===== config.mk =====
export PLATFORM = sky130hd
export DESIGN_NAME = touch_position_smoother_top
export DESIGN_NICKNAME = d
export VERILOG_FILES = /design/src/rtl/tps_pkg.sv /design/src/rtl/tps_csr.sv /design/src/rtl/tps_filter.sv /design/src/rtl/touch_position_smoother_top.sv
export SDC_FILE = /design/constraint.sdc
export NUM_CORES = 1
export LEC_CHECK = 0
export BUFFER_PORTS_ARGS = -buffer_cell sky130_fd_sc_hd__buf_2
export CAP_MARGIN = 15
export CORE_MARGIN = 2
export CORE_UTILIZATION = 50
export CTS_BUF_LIST = sky130_fd_sc_hd__clkbuf_8 sky130_fd_sc_hd__clkbuf_16
export CTS_CLUSTER_SIZE = 30
export DETAILED_ROUTE_END_ITERATION = 16
export PLACE_DENSITY_LB_ADDON = 0.1
export SYNTH_ARGS = -nofsm -noshare
export SYNTH_HDL_FRONTEND = slang
export SYNTH_HIERARCHICAL = 1
export SYNTH_SLANG_ARGS = --single-unit

===== constraint.sdc =====
create_clock -name aclk -period 8.35 [get_ports aclk]
set_input_delay 1.2525 -clock aclk [delete_from_list [all_inputs] [get_ports aclk]]
set_output_delay 1.2525 -clock aclk [all_outputs]
set_load 0.01 [all_outputs]

===== src/rtl/tps_pkg.sv =====
// Touch position smoother: shared types, widths, codes and the per-axis filter step.
// No dependencies; used by every module under rtl/.
package tps_pkg;

    localparam int FRACTION_BITS = 14;
    localparam int RAW_W         = 8;
    localparam int FILT_W        = RAW_W + FRACTION_BITS;
    localparam int SMOOTH_W      = FILT_W + 1;
    localparam int DIFF_W        = FILT_W + 2;
    localparam int TIME_W        = 64;
    localparam int INTERVAL_W    = 31;
    localparam int SHIFT_W       = 4;
    localparam int ADDR_W        = 4;
    localparam int DATA_W        = 32;

    typedef enum logic [1:0] {
        STATUS_TOUCHED        = 2'd0,
        STATUS_RELEASED       = 2'd1,
        STATUS_NOT_CONFIGURED = 2'd2
    } status_t;

    typedef enum logic [1:0] {
        ACT_IGNORED   = 2'd0,
        ACT_RESTARTED = 2'd1,
        ACT_SMOOTHED  = 2'd2
    } action_t;

    typedef enum logic [1:0] {
        REG_MIN_INTERVAL  = 2'd0,
        REG_LONG_INTERVAL = 2'd1,
        REG_BETA_SHIFT    = 2'd2
    } reg_idx_t;

    typedef struct packed {
        logic              touched;
        logic [TIME_W-1:0] time_now;
        logic [RAW_W-1:0]  raw_x;
        logic [RAW_W-1:0]  raw_y;
    } in_item_t;

    typedef struct packed {
        status_t           status;
        action_t           sample_action;
        logic [FILT_W-1:0] filtered_x;
        logic [FILT_W-1:0] filtered_y;
    } out_item_t;

    typedef struct packed {
        logic [INTERVAL_W-1:0] min_interval_us;
        logic [INTERVAL_W-1:0] long_interval_us;
        logic [SHIFT_W-1:0]    beta_shift;
    } cfg_t;

    // One rounded exponential step toward raw; >>> gives the floor shift.
    // sh is 1..15 here (zero is filtered out as not configured).
    function automatic logic signed [SMOOTH_W-1:0] smooth_step(
        input logic signed [SMOOTH_W-1:0] cur,
        input logic [RAW_W-1:0]           raw,
        input logic [SHIFT_W-1:0]         sh
    );
        logic signed [DIFF_W-1:0] target;
        logic signed [DIFF_W-1:0] cur_ext;
        logic signed [DIFF_W-1:0] rnd;
        logic signed [DIFF_W-1:0] diff;
        logic signed [DIFF_W-1:0] sum;
        target  = signed'({2'b00, raw, {FRACTION_BITS{1'b0}}});
        cur_ext = signed'(DIFF_W'(cur));
        rnd     = signed'(DIFF_W'(1) << (sh - SHIFT_W'(1)));
        diff    = target - cur_ext + rnd;
        sum     = cur_ext + (diff >>> sh);
        return sum[SMOOTH_W-1:0];
    endfunction

endpackage


===== src/rtl/tps_csr.sv =====
// Touch position smoother: APB-style register file (interval and shift registers).
// Depends on tps_pkg.
module tps_csr (
    input  logic                       aclk,
    input  logic                       aresetn,
    input  logic                       psel,
    input  logic                       penable,
    input  logic                       pwrite,
    input  logic [tps_pkg::ADDR_W-1:0] paddr,
    input  logic [tps_pkg::DATA_W-1:0] pwdata,
    output logic [tps_pkg::DATA_W-1:0] prdata,
    output logic                       pready,
    output tps_pkg::cfg_t              cfg
);

    tps_pkg::cfg_t cfg_reg;
    logic          wr_en;
    logic [1:0]    reg_idx;

    assign pready  = 1'b1;
    assign wr_en   = psel & penable & pwrite;
    assign reg_idx = paddr[3:2];
    assign cfg     = cfg_reg;

    always_ff @(posedge aclk) begin
        if (!aresetn) begin
            cfg_reg <= '0;
        end else if (wr_en) begin
            unique case (reg_idx)
                tps_pkg::REG_MIN_INTERVAL: begin
                    cfg_reg.min_interval_us <= pwdata[tps_pkg::INTERVAL_W-1:0];
                end
                tps_pkg::REG_LONG_INTERVAL: begin
                    cfg_reg.long_interval_us <= pwdata[tps_pkg::INTERVAL_W-1:0];
                end
                tps_pkg::REG_BETA_SHIFT: begin
                    cfg_reg.beta_shift <= pwdata[tps_pkg::SHIFT_W-1:0];
                end
                default: begin
                end
            endcase
        end
    end

    always_comb begin
        unique case (reg_idx)
            tps_pkg::REG_MIN_INTERVAL:  prdata = tps_pkg::DATA_W'(cfg_reg.min_interval_us);
            tps_pkg::REG_LONG_INTERVAL: prdata = tps_pkg::DATA_W'(cfg_reg.long_interval_us);
            tps_pkg::REG_BETA_SHIFT:    prdata = tps_pkg::DATA_W'(cfg_reg.beta_shift);
            default:                    prdata = '0;
        endcase
    end

endmodule


===== src/rtl/tps_filter.sv =====
// Touch position smoother: input register, filter state and step logic, result register.
// Depends on tps_pkg.
module tps_filter (
    input  logic                 aclk,
    input  logic                 aresetn,
    input  tps_pkg::cfg_t        cfg,
    input  logic                 s_valid,
    output logic                 s_ready,
    input  tps_pkg::in_item_t    s_data,
    output logic                 m_valid,
    input  logic                 m_ready,
    output tps_pkg::out_item_t   m_data
);

    logic                                in_valid_reg;
    tps_pkg::in_item_t                   in_data_reg;
    logic                                out_valid_reg;
    tps_pkg::out_item_t                  out_data_reg;
    logic [tps_pkg::TIME_W-1:0]          last_time_reg;
    logic signed [tps_pkg::SMOOTH_W-1:0] smooth_x_reg;
    logic signed [tps_pkg::SMOOTH_W-1:0] smooth_y_reg;

    logic                                advance;
    logic                                fire;
    logic [tps_pkg::TIME_W-1:0]          elapsed;
    logic                                over_long;
    logic                                over_min;
    tps_pkg::status_t                    status_c;
    tps_pkg::action_t                    action_c;
    logic signed [tps_pkg::SMOOTH_W-1:0] smooth_x_next;
    logic signed [tps_pkg::SMOOTH_W-1:0] smooth_y_next;
    logic [tps_pkg::TIME_W-1:0]          last_time_next;

    assign advance = !out_valid_reg || m_ready;
    assign fire    = in_valid_reg && advance;
    assign s_ready = !in_valid_reg || advance;
    assign m_valid = out_valid_reg;
    assign m_data  = out_data_reg;

    // elapsed wraps modulo 2^64; intervals are 31 bits so upper bits mean "exceeded"
    assign elapsed   = in_data_reg.time_now - last_time_reg;
    assign over_long = (|elapsed[tps_pkg::TIME_W-1:tps_pkg::INTERVAL_W]) ||
                       (elapsed[tps_pkg::INTERVAL_W-1:0] > cfg.long_interval_us);
    assign over_min  = (|elapsed[tps_pkg::TIME_W-1:tps_pkg::INTERVAL_W]) ||
                       (elapsed[tps_pkg::INTERVAL_W-1:0] > cfg.min_interval_us);

    always_comb begin
        status_c       = tps_pkg::STATUS_TOUCHED;
        action_c       = tps_pkg::ACT_IGNORED;
        smooth_x_next  = smooth_x_reg;
        smooth_y_next  = smooth_y_reg;
        last_time_next = last_time_reg;
        if (cfg.beta_shift == '0) begin
            status_c = tps_pkg::STATUS_NOT_CONFIGURED;
        end else if (!in_data_reg.touched) begin
            status_c = tps_pkg::STATUS_RELEASED;
        end else if (over_long) begin
            action_c       = tps_pkg::ACT_RESTARTED;
            last_time_next = in_data_reg.time_now;
            smooth_x_next  = signed'({1'b0, in_data_reg.raw_x,
                                      {tps_pkg::FRACTION_BITS{1'b0}}});
            smooth_y_next  = signed'({1'b0, in_data_reg.raw_y,
                                      {tps_pkg::FRACTION_BITS{1'b0}}});
        end else if (over_min) begin
            action_c       = tps_pkg::ACT_SMOOTHED;
            last_time_next = in_data_reg.time_now;
            smooth_x_next  = tps_pkg::smooth_step(smooth_x_reg, in_data_reg.raw_x,
                                                  cfg.beta_shift);
            smooth_y_next  = tps_pkg::smooth_step(smooth_y_reg, in_data_reg.raw_y,
                                                  cfg.beta_shift);
        end
    end

    always_ff @(posedge aclk) begin
        if (!aresetn) begin
            in_valid_reg  <= 1'b0;
            out_valid_reg <= 1'b0;
            last_time_reg <= '0;
            smooth_x_reg  <= '0;
            smooth_y_reg  <= '0;
        end else begin
            if (s_ready) begin
                in_valid_reg <= s_valid;
            end
            if (advance) begin
                out_valid_reg <= in_valid_reg;
            end
            if (fire) begin
                last_time_reg <= last_time_next;
                smooth_x_reg  <= smooth_x_next;
                smooth_y_reg  <= smooth_y_next;
            end
        end
    end

    always_ff @(posedge aclk) begin
        if (s_ready && s_valid) begin
            in_data_reg <= s_data;
        end
        if (fire) begin
            out_data_reg.status        <= status_c;
            out_data_reg.sample_action <= action_c;
            out_data_reg.filtered_x    <= smooth_x_next[tps_pkg::FILT_W-1:0];
            out_data_reg.filtered_y    <= smooth_y_next[tps_pkg::FILT_W-1:0];
        end
    end

    localparam logic [tps_pkg::FILT_W-1:0] FILT_MAX =
        {{tps_pkg::RAW_W{1'b1}}, {tps_pkg::FRACTION_BITS{1'b0}}};

    a_action_needs_touch: assert property (@(posedge aclk) disable iff (!aresetn)
        (m_valid && m_data.sample_action != tps_pkg::ACT_IGNORED) |->
            m_data.status == tps_pkg::STATUS_TOUCHED)
        else $error("filter update reported without touched status");

    a_restart_integral: assert property (@(posedge aclk) disable iff (!aresetn)
        (m_valid && m_data.sample_action == tps_pkg::ACT_RESTARTED) |->
            m_data.filtered_x[tps_pkg::FRACTION_BITS-1:0] == '0 &&
            m_data.filtered_y[tps_pkg::FRACTION_BITS-1:0] == '0)
        else $error("restart left fraction bits set");

    a_range: assert property (@(posedge aclk) disable iff (!aresetn)
        !smooth_x_reg[tps_pkg::SMOOTH_W-1] && !smooth_y_reg[tps_pkg::SMOOTH_W-1] &&
        smooth_x_reg[tps_pkg::FILT_W-1:0] <= FILT_MAX &&
        smooth_y_reg[tps_pkg::FILT_W-1:0] <= FILT_MAX)
        else $error("filter state out of range");

    a_time_held: assert property (@(posedge aclk) disable iff (!aresetn)
        (!fire || action_c == tps_pkg::ACT_IGNORED) |=> $stable(last_time_reg))
        else $error("sample time changed without a filter update");

endmodule


===== src/rtl/touch_position_smoother_top.sv =====
// An accepted item moves from the input register to the result register behind m_valid,
// and only while that register is empty or being read. Throughput: one item per clock
// while m_ready allows; the only loop is the filter state update.
// Reset (aresetn low, synchronous): registers, filter state and sample time go to zero,
// both stages empty.
module touch_position_smoother_top (
    input  logic                       aclk,
    input  logic                       aresetn,
    input  logic                       psel,
    input  logic                       penable,
    input  logic                       pwrite,
    input  logic [tps_pkg::ADDR_W-1:0] paddr,
    input  logic [tps_pkg::DATA_W-1:0] pwdata,
    output logic [tps_pkg::DATA_W-1:0] prdata,
    output logic                       pready,
    input  logic                       s_valid,
    output logic                       s_ready,
    input  tps_pkg::in_item_t          s_data,
    output logic                       m_valid,
    input  logic                       m_ready,
    output tps_pkg::out_item_t         m_data
);

    tps_pkg::cfg_t cfg;

    tps_csr u_csr (
        .aclk    (aclk),
        .aresetn (aresetn),
        .psel    (psel),
        .penable (penable),
        .pwrite  (pwrite),
        .paddr   (paddr),
        .pwdata  (pwdata),
        .prdata  (prdata),
        .pready  (pready),
        .cfg     (cfg)
    );

    tps_filter u_filter (
        .aclk    (aclk),
        .aresetn (aresetn),
        .cfg     (cfg),
        .s_valid (s_valid),
        .s_ready (s_ready),
        .s_data  (s_data),
        .m_valid (m_valid),
        .m_ready (m_ready),
        .m_data  (m_data)
    );

endmodule


==> reports/qor.txt <==
CP arrival - 8.19 ns
CTS Root Cell - clkbuf_16
Final Max Tran Viols - 0
CTS hold repair buffers - 0
final hold vios - 0
area of the die - 0.0518 mm^2
largest cells by area after synthesis - edfxtp_1 16%, dfxtp_1 14%, ha_1 12%, mux2i_1 9.7%, nand2_1 6.3%
num rows - 81
DP Cell Count - 3751
final setup fails - 0
Max Fclk - 0.127 GHz
net count after synthesis - 3340
Final Hold Slack - 0.453 ns
register area share after synthesis - 29.8%
first-pass iteration count of the detailed router - 5
delay-heaviest family, CP - compound AO/OA/AOI/OAI gates
post-synth cell types - 86
syn_area_per_cell - 8.40 um^2
YS warnings - 6
clk_lat worst skew - 0.57 ns
Area Growth Syn to Fin - 11.9%
Syn Std Cell Area - 0.0250 mm^2
Starting Density - 50.8%
share of the synthesized area in the top cell type - 15.5%
grt total ovfl - 0
RSZ-0062 raised after global routing - false
H-tree lvl count - 2
total power - 0.00419 W
vias per cell - 5.99
Setup TNS Final - 0 ns
first-pass GRT wire length - 119000 um
maxcap violations - 0
vias in the first global route - 21600
number of diodes - 0
Main synth FF type - dfxtp_1
pin count of the biggest net entering global routing - 88
EDFF count, synth - 129
max reg flops - 81
IO Count - 207
clk sinks - 307
Avg WL per Cell - 20.1 um
Slew @ Worst Pin - 1.12 ns
Post-Route WL - 76800 um
min cycle time layout - 7.88 ns
core footprint - 0.0492 mm^2
startpoint class of the critical path - register
Port Buf Inserts - 201
relative slew slack - 25.1%
most common cell in the netlist - nand2_1
clock-pin slew on the worst setup and hold paths - 0.06 ns
worst vdd ir - 0.000194 V
leak pwr - 11.7 nW
worst hold path type - register to register
Max Root-Sink Buffers - 3
Synth area leader - edfxtp_1
status - complete, no violations
Non-Filler Instances - 3820
CP max stage delay - 0.49 ns
GR Util All Layers - 29.4%
crit path kind - register to register
Iter 0 DRT Violations - 1957
Mapped Cells - 2976
Die W - 228 um
largest fanout on the critical path - 7
GPL Wtd Cong - 0.923
Final ANT Viol Nets - 0
Final HPWL DP - 59600 um
slowest CP cell - mux4_2
Async S/R FF share, synth - 0%
worst clock skew - 0.0178 ns
CTS tree - done
buffers and inverters on the worst path - 2
clock buffer count from CTS - 37
fraction of layout cells with a size suffix above 1 - 12.3%
Remaining DRCs - 0
antenna violations before repair - 2
Die Ht - 228 um
final worst-path cycle share - 94.3%
vias - 22900
Total Nets Final - 3492
Worst Path Required - 8.67 ns
commonest cells in the netlist - 421 x nand2_1, 241 x mux2i_1, 233 x ha_1
register bit total from synthesis - 307
Pwr Density - 150 mW/mm^2
Crit. End Element - register
## power by group
| group | total (W) | internal [W] | switching [W] |
|---|---|---|---|
| combinational | 0.000941 | 0.000354 | 0.000587 |
| sequential | 0.00163 | 0.00160 | 0.0000246 |
| clock | 0.00162 | 0.000936 | 0.000685 |
| total | 0.00419 | 0.00289 | 0.00130 |
## through the flow
step                setup slack (ns)  area (um^2)  util (%)
floorplan                      0.943        25000         -
global placement               0.300        26700      54.3
detailed placement             0.221        26700      54.3
CTS                            0.133        27900      56.7
global route                  0.0194        27900      56.9
finish                         0.472        27900      56.9
## cell type report
type                    count  area, um^2
flip-flops and latches    307        7440
inverters                 190         713
clock inverters            27         231
well taps                 664         831
clock buffers              40         967
repair buffers            264        1510
fillers                  4478       21200
multi-input cells        2328       16300
## worst register-to-register path, delay by kind of cell (launching register included)
kind | cells | cell delay (ns)
and+or+nand+nor | 3 | 0.37
buffers and inverters | 2 | 0.37
adders and majority gates | 3 | 1.00
AOI/OAI and AO/OA | 18 | 4.08
muxes | 3 | 0.82
xor gates and xnor gates | 3 | 0.53
DFF | 1 | 0.46
## path summary, 6_finish.rpt
kind | start | to | slack, ns | depth (start not counted)
worst max register to register | u_csr/cfg[2]$_SDFFE_PN0P_ | u_filter/m_data[21]$_DFFE_PP_ | 0.47 | 32
worst min-delay path | u_filter/last_time_reg[4]$_SDFFE_PN0P_ | u_filter/last_time_reg[4]$_SDFFE_PN0P_ | 0.45 | 2
worst max-delay path | u_csr/cfg[2]$_SDFFE_PN0P_ | u_filter/m_data[21]$_DFFE_PP_ | 0.47 | 32
worst min register to register | u_filter/last_time_reg[4]$_SDFFE_PN0P_ | u_filter/last_time_reg[4]$_SDFFE_PN0P_ | 0.45 | 2
## logic make-up after synthesis
kind of cell             share of synthesized area (%)
AO/OA/AOI/OAI                                     18.3
XOR/XNOR                                          5.05
adder cells (fa/ha/maj)                           12.2
buffers and inverters                             5.52
flip-flops                                        29.8
multiplexers                                      11.5
other                                           0.0301
AND/OR/NAND/NOR                                   17.6
## routing by layer
layer | GRT usage [%] | vias to the layer above | share of wire [%]
met5 | 0 | - | 0
met4 | 7.36 | 0 | 2.3
met3 | 4.21 | 106 | 6.5
met2 | 43.7 | 737 | 42
met1 | 44.3 | 11000 | 49
li1 | - | 11100 | -
## cell usage in the layout, fill, tap and decap left out, types with 28 or more instances in the layout
cell type / count
ha_1: 233
edfxtp_1: 129
mux2i_1: 240
nand4_1: 57
a21o_1: 51
a211oi_1: 28
o21ai_0: 145
o21a_1: 36
inv_1: 192
nor2_1: 216
nor3_1: 75
buf_2: 200
dfxtp_1: 177
o211ai_1: 30
nand2_1: 419
a22o_1: 57
clkbuf_16: 37
a21oi_1: 199
xor2_1: 55
nand3_1: 62
buf_4: 61
xnor2_1: 88
## repair_timing
item | CTS | global route
endpoints found under the hold margin | 0 | 0
gates resized for setup | 0 | 13
endpoints found under the setup margin | 0 | 22
buffers inserted | 0 | 1
Power figures use the tool's default switching activity.
